[config.mk]
export PLATFORM = sky130hd
export DESIGN_NAME = drive_slew_rate_limiter_core
export DESIGN_NICKNAME = d
export VERILOG_FILES = /design/src/hw/rtl/dsrl_pkg.sv /design/src/hw/rtl/dsrl_regs.sv /design/src/hw/rtl/dsrl_channel.sv /design/src/hw/rtl/drive_slew_rate_limiter_core.sv
export SDC_FILE = /design/constraint.sdc
export NUM_CORES = 1
export LEC_CHECK = 0
export BUFFER_PORTS_ARGS = -buffer_cell sky130_fd_sc_hd__clkbuf_2
export CAP_MARGIN = 20
export CORE_UTILIZATION = 28
export DETAILED_ROUTE_END_ITERATION = 7
export PLACE_DENSITY = 0.45
export SYNTH_ARGS = -nofsm -noshare
export SYNTH_HDL_FRONTEND = slang
export SYNTH_HIERARCHICAL = 1
export SYNTH_SLANG_ARGS = --single-unit
export TNS_END_PERCENT = 5
[constraint.sdc]
create_clock -name clk -period 9.11 [get_ports clk]
set_input_delay 1.822 -clock clk [delete_from_list [all_inputs] [get_ports clk]]
set_output_delay 1.822 -clock clk [all_outputs]
set_load 0.1 [all_outputs]
[src/hw/rtl/dsrl_pkg.sv]
`default_nettype none
// ----------------------------------------------------------------------------
// dsrl_pkg
// Shared widths, register map, reset values and fixed-point helpers for the
// drive slew-rate limiter.
// ----------------------------------------------------------------------------
package dsrl_pkg;

  localparam int FRAC_BITS = 14;
  localparam int DATA_W    = 16;   // command, state and drive width
  localparam int REG_W     = 15;   // configuration register width
  localparam int CALC_W    = 18;   // headroom for step and mix sums
  localparam int APB_DW    = 32;
  localparam int APB_AW    = 5;

  localparam logic signed [CALC_W-1:0] ONE_Q = CALC_W'(64'sd1 << FRAC_BITS);

  typedef enum logic [2:0] {
    REG_DEADBAND    = 3'd0,
    REG_SPEED_ACCEL = 3'd1,
    REG_SPEED_DECEL = 3'd2,
    REG_TURN_ACCEL  = 3'd3,
    REG_TURN_DECEL  = 3'd4
  } reg_idx_t;

  localparam logic [REG_W-1:0] DEADBAND_RST    = REG_W'(164);
  localparam logic [REG_W-1:0] SPEED_ACCEL_RST = REG_W'(82);
  localparam logic [REG_W-1:0] SPEED_DECEL_RST = REG_W'(1638);
  localparam logic [REG_W-1:0] TURN_ACCEL_RST  = REG_W'(49);
  localparam logic [REG_W-1:0] TURN_DECEL_RST  = REG_W'(1638);

  typedef struct packed {
    logic [REG_W-1:0] deadband;
    logic [REG_W-1:0] speed_accel_step;
    logic [REG_W-1:0] speed_decel_step;
    logic [REG_W-1:0] turn_accel_step;
    logic [REG_W-1:0] turn_decel_step;
  } cfg_t;

  function automatic logic signed [CALC_W-1:0] sat_one(input logic signed [CALC_W-1:0] v);
    logic signed [CALC_W-1:0] r;
    if (v > ONE_Q) begin
      r = ONE_Q;
    end else if (v < -ONE_Q) begin
      r = -ONE_Q;
    end else begin
      r = v;
    end
    return r;
  endfunction

  function automatic logic signed [CALC_W-1:0] widen(input logic signed [DATA_W-1:0] v);
    return CALC_W'(v);
  endfunction

endpackage

`default_nettype wire

[src/hw/rtl/dsrl_regs.sv]
`default_nettype none
// ----------------------------------------------------------------------------
// dsrl_regs
// APB register file holding the deadband and the four slew steps.
// ----------------------------------------------------------------------------
module dsrl_regs
  import dsrl_pkg::*;
(
  input  wire logic              clk,
  input  wire logic              rst_n,
  input  wire logic              psel,
  input  wire logic              penable,
  input  wire logic              pwrite,
  input  wire logic [APB_AW-1:0] paddr,
  input  wire logic [APB_DW-1:0] pwdata,
  output logic      [APB_DW-1:0] prdata,
  output logic                   pready,
  output cfg_t                   cfg
);

  cfg_t     cfg_r;
  cfg_t     cfg_nxt;
  reg_idx_t idx;
  logic     wr_en;

  assign idx    = reg_idx_t'(paddr[4:2]);
  assign wr_en  = psel && penable && pwrite && pready;
  assign pready = 1'b1;
  assign cfg    = cfg_r;

  always_comb begin
    cfg_nxt = cfg_r;
    if (wr_en) begin
      unique case (idx)
        REG_DEADBAND:    cfg_nxt.deadband         = pwdata[REG_W-1:0];
        REG_SPEED_ACCEL: cfg_nxt.speed_accel_step = pwdata[REG_W-1:0];
        REG_SPEED_DECEL: cfg_nxt.speed_decel_step = pwdata[REG_W-1:0];
        REG_TURN_ACCEL:  cfg_nxt.turn_accel_step  = pwdata[REG_W-1:0];
        REG_TURN_DECEL:  cfg_nxt.turn_decel_step  = pwdata[REG_W-1:0];
        default:         cfg_nxt = cfg_r;  // drop writes past the map
      endcase
    end
  end

  always_comb begin
    unique case (idx)
      REG_DEADBAND:    prdata = APB_DW'(cfg_r.deadband);
      REG_SPEED_ACCEL: prdata = APB_DW'(cfg_r.speed_accel_step);
      REG_SPEED_DECEL: prdata = APB_DW'(cfg_r.speed_decel_step);
      REG_TURN_ACCEL:  prdata = APB_DW'(cfg_r.turn_accel_step);
      REG_TURN_DECEL:  prdata = APB_DW'(cfg_r.turn_decel_step);
      default:         prdata = '0;
    endcase
  end

  always_ff @(posedge clk) begin
    if (!rst_n) begin
      cfg_r.deadband         <= DEADBAND_RST;
      cfg_r.speed_accel_step <= SPEED_ACCEL_RST;
      cfg_r.speed_decel_step <= SPEED_DECEL_RST;
      cfg_r.turn_accel_step  <= TURN_ACCEL_RST;
      cfg_r.turn_decel_step  <= TURN_DECEL_RST;
    end else begin
      cfg_r <= cfg_nxt;
    end
  end

endmodule

`default_nettype wire

[src/hw/rtl/dsrl_channel.sv]
`default_nettype none
// ----------------------------------------------------------------------------
// dsrl_channel
// One slew-limited channel: deadband snap, accel/decel step toward the
// saturated command, and the channel state register.
// ----------------------------------------------------------------------------
module dsrl_channel
  import dsrl_pkg::*;
(
  input  wire logic                     clk,
  input  wire logic                     rst_n,
  input  wire logic                     load,
  input  wire logic                     enabled,
  input  wire logic signed [DATA_W-1:0] cmd,
  input  wire logic        [REG_W-1:0]  deadband,
  input  wire logic        [REG_W-1:0]  acc_step,
  input  wire logic        [REG_W-1:0]  dec_step,
  output logic signed      [DATA_W-1:0] now,
  output logic signed      [DATA_W-1:0] now_nxt
);

  logic signed [DATA_W-1:0] now_r;
  logic signed [CALC_W-1:0] cmd_s;
  logic signed [CALC_W-1:0] now_s;
  logic        [CALC_W-1:0] mag_cmd;
  logic        [CALC_W-1:0] mag_now;
  logic signed [CALC_W-1:0] step;
  logic signed [CALC_W-1:0] up;
  logic signed [CALC_W-1:0] dn;
  logic signed [CALC_W-1:0] moved;

  assign cmd_s   = sat_one(widen(cmd));
  assign now_s   = widen(now_r);
  assign mag_cmd = (cmd_s < 0) ? CALC_W'(-cmd_s) : CALC_W'(cmd_s);
  assign mag_now = (now_s < 0) ? CALC_W'(-now_s) : CALC_W'(now_s);
  assign step    = (mag_cmd > mag_now) ? CALC_W'(acc_step) : CALC_W'(dec_step);
  assign up      = now_s + step;
  assign dn      = now_s - step;

  always_comb begin
    // stop exactly at the command, never past it
    if (now_s < cmd_s) begin
      moved = (up > cmd_s) ? cmd_s : up;
    end else if (now_s > cmd_s) begin
      moved = (dn < cmd_s) ? cmd_s : dn;
    end else begin
      moved = now_s;
    end
  end

  always_comb begin
    if (!enabled || mag_cmd <= CALC_W'(deadband)) begin
      now_nxt = '0;
    end else begin
      now_nxt = moved[DATA_W-1:0];
    end
  end

  assign now = now_r;

  always_ff @(posedge clk) begin
    if (!rst_n) begin
      now_r <= '0;
    end else if (load) begin
      now_r <= now_nxt;
    end
  end

endmodule

`default_nettype wire

[src/hw/rtl/drive_slew_rate_limiter_core.sv]
// Pipeline: an accepted input goes into the input register and then into the
//   result register, which raises out_valid; out_stall on a held result can
//   keep it in the input register. The channel update and mix sit between
//   the two registers.
// Throughput: one transaction per cycle while no held result stalls the output;
//   the add-compare-select of each channel closes the speed/turn state loop.
`default_nettype none
// ----------------------------------------------------------------------------
// drive_slew_rate_limiter_core
// Slew-rate limiter with deadband and arcade mix: two channel units, left and
// right drive mix with saturation, and a two-register valid/stall pipeline.
// Reset: synchronous, active low; clears both pipeline valids and the speed
// and turn state, and loads the register defaults.
// ----------------------------------------------------------------------------
module drive_slew_rate_limiter_core
  import dsrl_pkg::*;
(
  input  wire logic                     clk,
  input  wire logic                     rst_n,
  input  wire logic                     in_valid,
  output logic                          in_stall,
  input  wire logic                     in_enabled,
  input  wire logic signed [DATA_W-1:0] in_speed_cmd,
  input  wire logic signed [DATA_W-1:0] in_turn_cmd,
  output logic                          out_valid,
  input  wire logic                     out_stall,
  output logic signed      [DATA_W-1:0] out_left_drive,
  output logic signed      [DATA_W-1:0] out_right_drive,
  input  wire logic                     psel,
  input  wire logic                     penable,
  input  wire logic                     pwrite,
  input  wire logic        [APB_AW-1:0] paddr,
  input  wire logic        [APB_DW-1:0] pwdata,
  output logic             [APB_DW-1:0] prdata,
  output logic                          pready
);

  cfg_t cfg;

  logic                     s1_valid_r;
  logic                     s1_enabled_r;
  logic signed [DATA_W-1:0] s1_speed_r;
  logic signed [DATA_W-1:0] s1_turn_r;
  logic                     out_valid_r;
  logic signed [DATA_W-1:0] out_left_r;
  logic signed [DATA_W-1:0] out_right_r;

  logic                     out_free;
  logic                     s1_adv;
  logic signed [DATA_W-1:0] speed_now;
  logic signed [DATA_W-1:0] turn_now;
  logic signed [DATA_W-1:0] speed_nxt;
  logic signed [DATA_W-1:0] turn_nxt;
  logic signed [CALC_W-1:0] left_sum;
  logic signed [CALC_W-1:0] right_sum;
  logic signed [CALC_W-1:0] left_sat;
  logic signed [CALC_W-1:0] right_sat;

  dsrl_regs u_regs (
    .clk     (clk),
    .rst_n   (rst_n),
    .psel    (psel),
    .penable (penable),
    .pwrite  (pwrite),
    .paddr   (paddr),
    .pwdata  (pwdata),
    .prdata  (prdata),
    .pready  (pready),
    .cfg     (cfg)
  );

  assign out_free = !out_valid_r || !out_stall;
  assign s1_adv   = s1_valid_r && out_free;
  assign in_stall = s1_valid_r && !out_free;

  dsrl_channel u_speed (
    .clk      (clk),
    .rst_n    (rst_n),
    .load     (s1_adv),
    .enabled  (s1_enabled_r),
    .cmd      (s1_speed_r),
    .deadband (cfg.deadband),
    .acc_step (cfg.speed_accel_step),
    .dec_step (cfg.speed_decel_step),
    .now      (speed_now),
    .now_nxt  (speed_nxt)
  );

  dsrl_channel u_turn (
    .clk      (clk),
    .rst_n    (rst_n),
    .load     (s1_adv),
    .enabled  (s1_enabled_r),
    .cmd      (s1_turn_r),
    .deadband (cfg.deadband),
    .acc_step (cfg.turn_accel_step),
    .dec_step (cfg.turn_decel_step),
    .now      (turn_now),
    .now_nxt  (turn_nxt)
  );

  // both channels are zero when disabled, so the mix gives zero drives
  assign left_sum  = widen(speed_nxt) + widen(turn_nxt);
  assign right_sum = widen(speed_nxt) - widen(turn_nxt);
  assign left_sat  = sat_one(left_sum);
  assign right_sat = sat_one(right_sum);

  always_ff @(posedge clk) begin
    if (!rst_n) begin
      s1_valid_r <= 1'b0;
    end else if (!in_stall) begin
      s1_valid_r <= in_valid;
    end
  end

  always_ff @(posedge clk) begin
    if (!in_stall && in_valid) begin
      s1_enabled_r <= in_enabled;
      s1_speed_r   <= in_speed_cmd;
      s1_turn_r    <= in_turn_cmd;
    end
  end

  always_ff @(posedge clk) begin
    if (!rst_n) begin
      out_valid_r <= 1'b0;
    end else if (out_free) begin
      out_valid_r <= s1_valid_r;
    end
  end

  always_ff @(posedge clk) begin
    if (s1_adv) begin
      out_left_r  <= left_sat[DATA_W-1:0];
      out_right_r <= right_sat[DATA_W-1:0];
    end
  end

  assign out_valid       = out_valid_r;
  assign out_left_drive  = out_left_r;
  assign out_right_drive = out_right_r;

`ifndef SYNTHESIS
  a_state_in_range: assert property (@(posedge clk) disable iff (!rst_n)
    (widen(speed_now) <= ONE_Q) && (widen(speed_now) >= -ONE_Q) &&
    (widen(turn_now) <= ONE_Q) && (widen(turn_now) >= -ONE_Q))
    else $error("slew state outside plus or minus one");

  a_drive_in_range: assert property (@(posedge clk) disable iff (!rst_n)
    out_valid_r |-> (widen(out_left_r) <= ONE_Q) && (widen(out_left_r) >= -ONE_Q) &&
                    (widen(out_right_r) <= ONE_Q) && (widen(out_right_r) >= -ONE_Q))
    else $error("drive outside plus or minus one");

  a_stall_cause: assert property (@(posedge clk) disable iff (!rst_n)
    in_stall |-> (s1_valid_r && out_valid_r && out_stall))
    else $error("input stalled without a blocked result");

  a_state_hold: assert property (@(posedge clk) disable iff (!rst_n)
    !s1_adv |=> ($stable(speed_now) && $stable(turn_now)))
    else $error("state changed without a transaction");
`endif

endmodule

`default_nettype wire
* Yosys cells after proc, flatten, opt, wreduce, memory -nomap -nowiden
Cells that the tools add are included.
** Operators by class
- Multiplexer cells :: 23
- $add $sub $neg :: 10
- Magnitude comparators :: 24
- Equal/unequal tests :: 4
- Reductions and logical operators :: 21
** Operator list (count)
- $mux 16 :: 12
- $mux 18 :: 8
- $pmux 15 s5 :: 1
- $gt 18x18->1 :: 4
- $add 16x16->17 :: 3
- $sub 16x16->17 :: 3
- $gt 16x18->1 :: 2
- $le 18x15->1 :: 2
- $lt 16x18->1 :: 2
- $lt 18x1->1 const B :: 2
- $lt 18x18->1 :: 2
- $neg 16->18 :: 2
- $neg 18->18 :: 2
- $gt 17x16->1 const B :: 2
- $lt 17x15->1 const B :: 2
- $gt 16x16->1 const B :: 2
- $lt 16x1->1 const B :: 2
- $lt 16x15->1 const B :: 2
- $mux 15 :: 2
- $reduce_and 2->1 :: 5
- $eq 3x2->1 const B :: 2
- $logic_and 1x1->1 :: 5
- $logic_not 1->1 :: 5
- $reduce_or 2->1 :: 2
- other kinds (4) :: 6
** Word-level totals
- Input bits :: 77
- Logic and storage cells :: 98
- Output and inout port bits :: 67
- Register bits :: 174

* Logic depth before layout (Yosys ltp)
- Word-level depth :: 16
- Gate-level depth with buffers :: 54
- Depth with buffers taken out :: 51

* By module
The synthesis kept the hierarchy.
** By module, submodules not included
- dsrl_channel at u_speed :: cells an instance 857, times used 1, area each 6163.4 um^2
- dsrl_channel at u_turn :: cells an instance 789, times used 1, area each 5819.3 um^2
- drive_slew_rate_limiter_core :: cells an instance 375, times used 1, area each 4150.2 um^2
- dsrl_regs :: cells an instance 376, times used 1, area each 3636.0 um^2

* Worst setup path after synthesis
No wires, ideal clock.
- Path type :: register to register
- From :: reg s1_speed_r[0]
- To :: reg out_right_r[0] (netlist: out_right_drive[0]), data pin
- Setup time :: 0.268 ns
- Cell stages (with the launch flop) :: 53
- Setup slack :: -0.950 ns
- Arrival :: 9.792 ns
- Cell sequence :: edfxtp_1 or4_1 nor4_2 a31o_2 and2_1 inv_1 ha_1 nand3_1 a211oi_1 nand3_1 o21ai_1 a21oi_1 o21ai_1 ha_1 nand4_1 or4_1 clkbuf_1 clkbuf_1 [... 17 more ...] o31ai_4 nand2_4 buf_1 mux2i_1 a22oi_1 nand2_1 inv_1 ha_1 fa_1 and2b_1 o211ai_2 a21o_1 and2_4 a31oi_2 xnor2_2 mux2i_4 buf_6 a21oi_1
** Between the ends
- Longest elaborated chain between the ends :: 16
** RTL lines
- start: declaration :: line drive_slew_rate_limiter_core.sv:42 : logic signed [DATA_W-1:0] s1_speed_r;
- start signal: assignment :: line drive_slew_rate_limiter_core.sv:119 : s1_speed_r <= in_speed_cmd;
- $lt 16x15->1 :: line dsrl_pkg.sv:44 : end else if (v < -ONE_Q) begin
- $mux 18 :: line dsrl_pkg.sv:44
- $mux 18 (*) :: line dsrl_pkg.sv:42 : if (v > ONE_Q) begin
- $neg 18->18 / $lt 18x1->1 (equally long branches) :: line dsrl_channel.sv:34 : assign mag_cmd = (cmd_s < 0) ? CALC_W'(-cmd_s) : CALC_W'(cmd_s);
- $mux 18 :: line dsrl_channel.sv:34
- $gt 18x18->1 :: line dsrl_channel.sv:36 : assign step = (mag_cmd > mag_now) ? CALC_W'(acc_step) : CALC_W'(dec_step);
- $mux 15 :: line dsrl_channel.sv:36
- $sub 16x16->17 :: line dsrl_channel.sv:38 : assign dn = now_s - step;
- $lt 18x18->1 :: line dsrl_channel.sv:45 : moved = (dn < cmd_s) ? cmd_s : dn;
- $mux 16 :: line dsrl_channel.sv:45
- $mux 16 :: line dsrl_channel.sv:44 : end else if (now_s > cmd_s) begin
- $mux 16 :: line dsrl_channel.sv:42 : if (now_s < cmd_s) begin
- $mux 16 (*) :: line dsrl_channel.sv:52 : if (!enabled || mag_cmd <= CALC_W'(deadband)) begin
- named net speed_nxt[0] :: line drive_slew_rate_limiter_core.sv:52 : logic signed [DATA_W-1:0] speed_nxt;
- $sub 16x16->17 (*) :: line drive_slew_rate_limiter_core.sv:104 : assign right_sum = widen(speed_nxt) - widen(turn_nxt);
- $gt 17x16->1 / $lt 17x15->1 (equally long branches) :: line dsrl_pkg.sv:42, dsrl_pkg.sv:44
- $reduce_or 2->1 (no line)
- end signal: assignment :: line drive_slew_rate_limiter_core.sv:135 : out_right_r <= right_sat[DATA_W-1:0];
- end: declaration :: line drive_slew_rate_limiter_core.sv:46 : logic signed [DATA_W-1:0] out_right_r;
Mark *: on every way through the listed nets, which the timed path passes. The rest lies on a longest branch.
A chain may end at the register's enable or synchronous reset.

* Worst setup path after layout
- From :: reg s1_speed_r[2]
- To :: reg out_right_r[5] (netlist: out_right_drive[5]), data pin
** Between the ends
- Longest elaborated chain between the ends :: 16
** RTL lines (line)
- $lt 16x15->1 :: dsrl_pkg.sv:44
- $mux 18 :: dsrl_pkg.sv:44
- $mux 18 (*) :: dsrl_pkg.sv:42
- $neg 18->18 / $lt 18x1->1 (equally long branches) :: dsrl_channel.sv:34
- $mux 18 :: dsrl_channel.sv:34
- $gt 18x18->1 :: dsrl_channel.sv:36
- $mux 15 :: dsrl_channel.sv:36
- $sub 16x16->17 :: dsrl_channel.sv:38
- $lt 18x18->1 :: dsrl_channel.sv:45
- $mux 16 :: dsrl_channel.sv:45
- $mux 16 :: dsrl_channel.sv:44
- $mux 16 :: dsrl_channel.sv:42
- $mux 16 (*) :: dsrl_channel.sv:52
- named net speed_nxt[10] :: drive_slew_rate_limiter_core.sv:52
- $sub 16x16->17 (*) :: drive_slew_rate_limiter_core.sv:104
- $gt 17x16->1 / $lt 17x15->1 (equally long branches) :: dsrl_pkg.sv:42, dsrl_pkg.sv:44
- $reduce_or 2->1 (no line) (*)
Marked as above.

==> reports/metrics.cfg <==
[cts]
clk_pin_slew_ns=0.07
cts.sinks=174
clock_latency_ns=0.49
cts_hold_buffers=0
cts_tree=built
htree_levels=4
cts_buffers=17
clockBufferDepth=2
cts_root_buffer=clkbuf_16

[die]
die_h_um=267.7
die_width_um=267.7
io_pins=144
dieArea_mm2=0.07167
coreArea_mm2=0.06991
start_util_pct=28.28
rows=97

[logic_synthesis]
seq_area_frac_synth_pct=20.91
synth_area_leaders=ha_1, dfxtp_1, edfxtp_1
yosysWarnings=6
synthTopCellsByCount=ha_1, nand2_1, a21oi_1
synth_cell_types=112
yosys.area.top_type=ha_1
synth-edff-count=65
avgSynthCellArea_um2=8.247
synth-seq-cells=174
synth_top_area_share_pct=16.96
synthCells=2397
async_flop_share_pct=0
ys.flop_type=dfxtp_1
synth_most_common_cell=ha_1
syn_area_mm2=0.01977

[sta]
timing.hold.ws_ns=0.4989
worstMarginPinSlew_ns=1.094
grt_setup_unrepaired=yes
maxSlewHeadroom_pct=27.01
drv_slew=0
fin_ws_ns=-0.7982
setup_viol=32
fmax_mhz=100.9
hold_viol=0
skew_ns=0.01545
fin_crit_sh_pct=108.8
finalCriticalPeriod_ns=9.908

[setup_path]
reg2reg_depth=46
endpoint_kind=flip-flop
crit_type=flip-flop to flip-flop
r2r_setup_slack_ns=-0.80
critPathMostFrequentCell=buf_4
reg2reg_from=s1_speed_r[2]$_DFFE_PP_
worstPathRequired_ns=9.33
reg2reg_to=out_right_drive[5]$_SDFFCE_PP0P_
cp-start-kind=flip-flop
worstSetupStartpoint=s1_speed_r[2]$_DFFE_PP_
critPathCapture=out_right_drive[5]$_SDFFCE_PP0P_
cpMaxStageDelayCell=or4_4
path_max_fanout=10
slowest_delay_ns=0.55
worst_ep_arrival_time_ns=10.13

[worst_hold_path]
hold_class=flip-flop to flip-flop
worstHoldStart=u_regs/cfg[28]$_SDFFE_PN0P_
hold_depth=2

[placed_design]
gp_congestion=0.9487
dpl.cell_count=3979
port_buffers=106
hpwl_um=63000

[detailed_routing]
wl_um=77770
vias=20700
antenna_left=0
vias_per_cell=5.093
drc_errors=0
wl_per_cell_um=19.14
drt_iter0_markers=1327
firstDrtPassIters=5

[layout]
finalNetCount=3462
fin_cells=4064
area_growth_pct=42.09
drive_gt1_share_pct=35.35

[global_route]
grt_remaining_overflow=0
grt_max_degree=90
grtUsageTotal_pct=21.54
grt_first_pass_wirelength_um=118300
antenna_found_initial=1
first_global_vias=20390

[power]
power_mw=5.526
ir_drop_uv=210.6
p_leak_nw=13.04
p_per_area_mw_per_mm2=196.7

[status]
outcome=finished with violations
violations=negative setup slack

[flow_run]
maxCapViolCount=0

==> critical path, delay by kind of cell (launching register included) <==
kind	cells	cell delay, ns
muxes	2	0.36
AOI/OAI and AO/OA	19	4.23
xor gates and xnor gates	1	0.22
and+or+nand+nor	9	1.82
DFF	1	0.41
adders and majority gates	5	1.31
buffers and inverters	10	1.27
==> report_power, final <==
part | switching, mW | leakage (nW) | total, mW | internal, mW
clock | 0.369 | 0.297 | 0.789 | 0.420
combinational | 2.02 | 11.2 | 3.81 | 1.79
sequential | 0.0290 | 1.52 | 0.931 | 0.902
total | 2.41 | 13.0 | 5.53 | 3.11
==> cells by family (layout without fill, tap and decap cells) <==
logic type | after synthesis | after routing | share of synthesized area [%]
DFF | 174 | 174 | 20.91
xor gates and xnor gates | 117 | 117 | 5.354
and+or+nand+nor | 787 | 787 | 20.63
other | 6 | 29 | 0.1139
AOI/OAI and AO/OA | 615 | 615 | 20.86
buffers and inverters | 260 | 964 | 5.943
muxes | 164 | 164 | 8.620
adders and majority gates | 274 | 274 | 17.57
==> routing by layer <==
metal  global-route usage [%]  share of wire [%]
met5                        0              0.013
met3                    2.676                4.3
met1                    30.05                 49
met4                    6.903                2.7
met2                    34.18                 44
==> timing repair <==
action,4_1_cts,5_1_grt
endpoints found under the setup margin,32,32
cloned,3,0
pin swaps,124,19
gates resized for setup,194,27
setup buffers,47,3
==> stage by stage <==
step / setup WS, ns / util [%] / TNS, ns / area, um^2
2_1_floorplan: -0.3808 / - / -9.116 / 20070
3_3_place_gp: -1.331 / 37.10 / -40.08 / 25940
3_5_place_dp: -1.460 / 37.11 / -42.72 / 25940
4_1_cts: -0.6648 / 39.96 / -18.65 / 27940
5_1_grt: -1.239 / 40.18 / -37.10 / 28090
6_report: -0.7982 / 40.18 / -22.13 / 28090
==> worst min-delay path by stage <==
stage                                       end  slack (ns)
floorplan            u_regs/cfg[0]$_SDFFE_PN0P_        0.45
global placement     u_regs/cfg[0]$_SDFFE_PN0P_        0.48
detailed placement   u_regs/cfg[0]$_SDFFE_PN0P_        0.49
CTS                 u_regs/cfg[28]$_SDFFE_PN0P_        0.50
global route        u_regs/cfg[57]$_SDFFE_PN0P_        0.53
finish              u_regs/cfg[28]$_SDFFE_PN0P_        0.50
==> flip-flops by register name (all words and copies together) (netlist names) <==
signal and flops:
s1_speed_r 16, u_turn/now 16, s1_valid_r 1, out_valid 1, u_speed/now 16, s1_turn_r 16
u_regs/cfg 75, s1_enabled_r 1, out_left_drive 16, out_right_drive 16
==> cells in the final DEF, fill, tap and decap left out, types with 40 or more instances in the layout <==
master,Yosys,final
o211ai_1,47,47
a31oi_1,43,40
nand2_1,234,220
buf_4,27,664
ha_1,268,236
o21ai_0,106,91
xnor2_1,78,75
nor2b_1,59,53
dfxtp_1,109,109
inv_1,134,128
edfxtp_1,65,65
nand3_1,64,60
clkbuf_2,0,105
mux2i_1,132,129
nor2_1,137,131
a21oi_1,150,132
nand4_1,41,41
==> cell type report <==
type                       instances  area [um^2]
antenna                            1        2.502
clock buffer                      19        464.2
clock inverter                    12        137.6
fill                            7201        41820
inverter                         140        529.3
multi-input combinational       1985        15770
sequential                       174         4134
tap                              940         1176
timing repair buffer             793         5877
No activity file was read; power rests on OpenSTA's default activity.
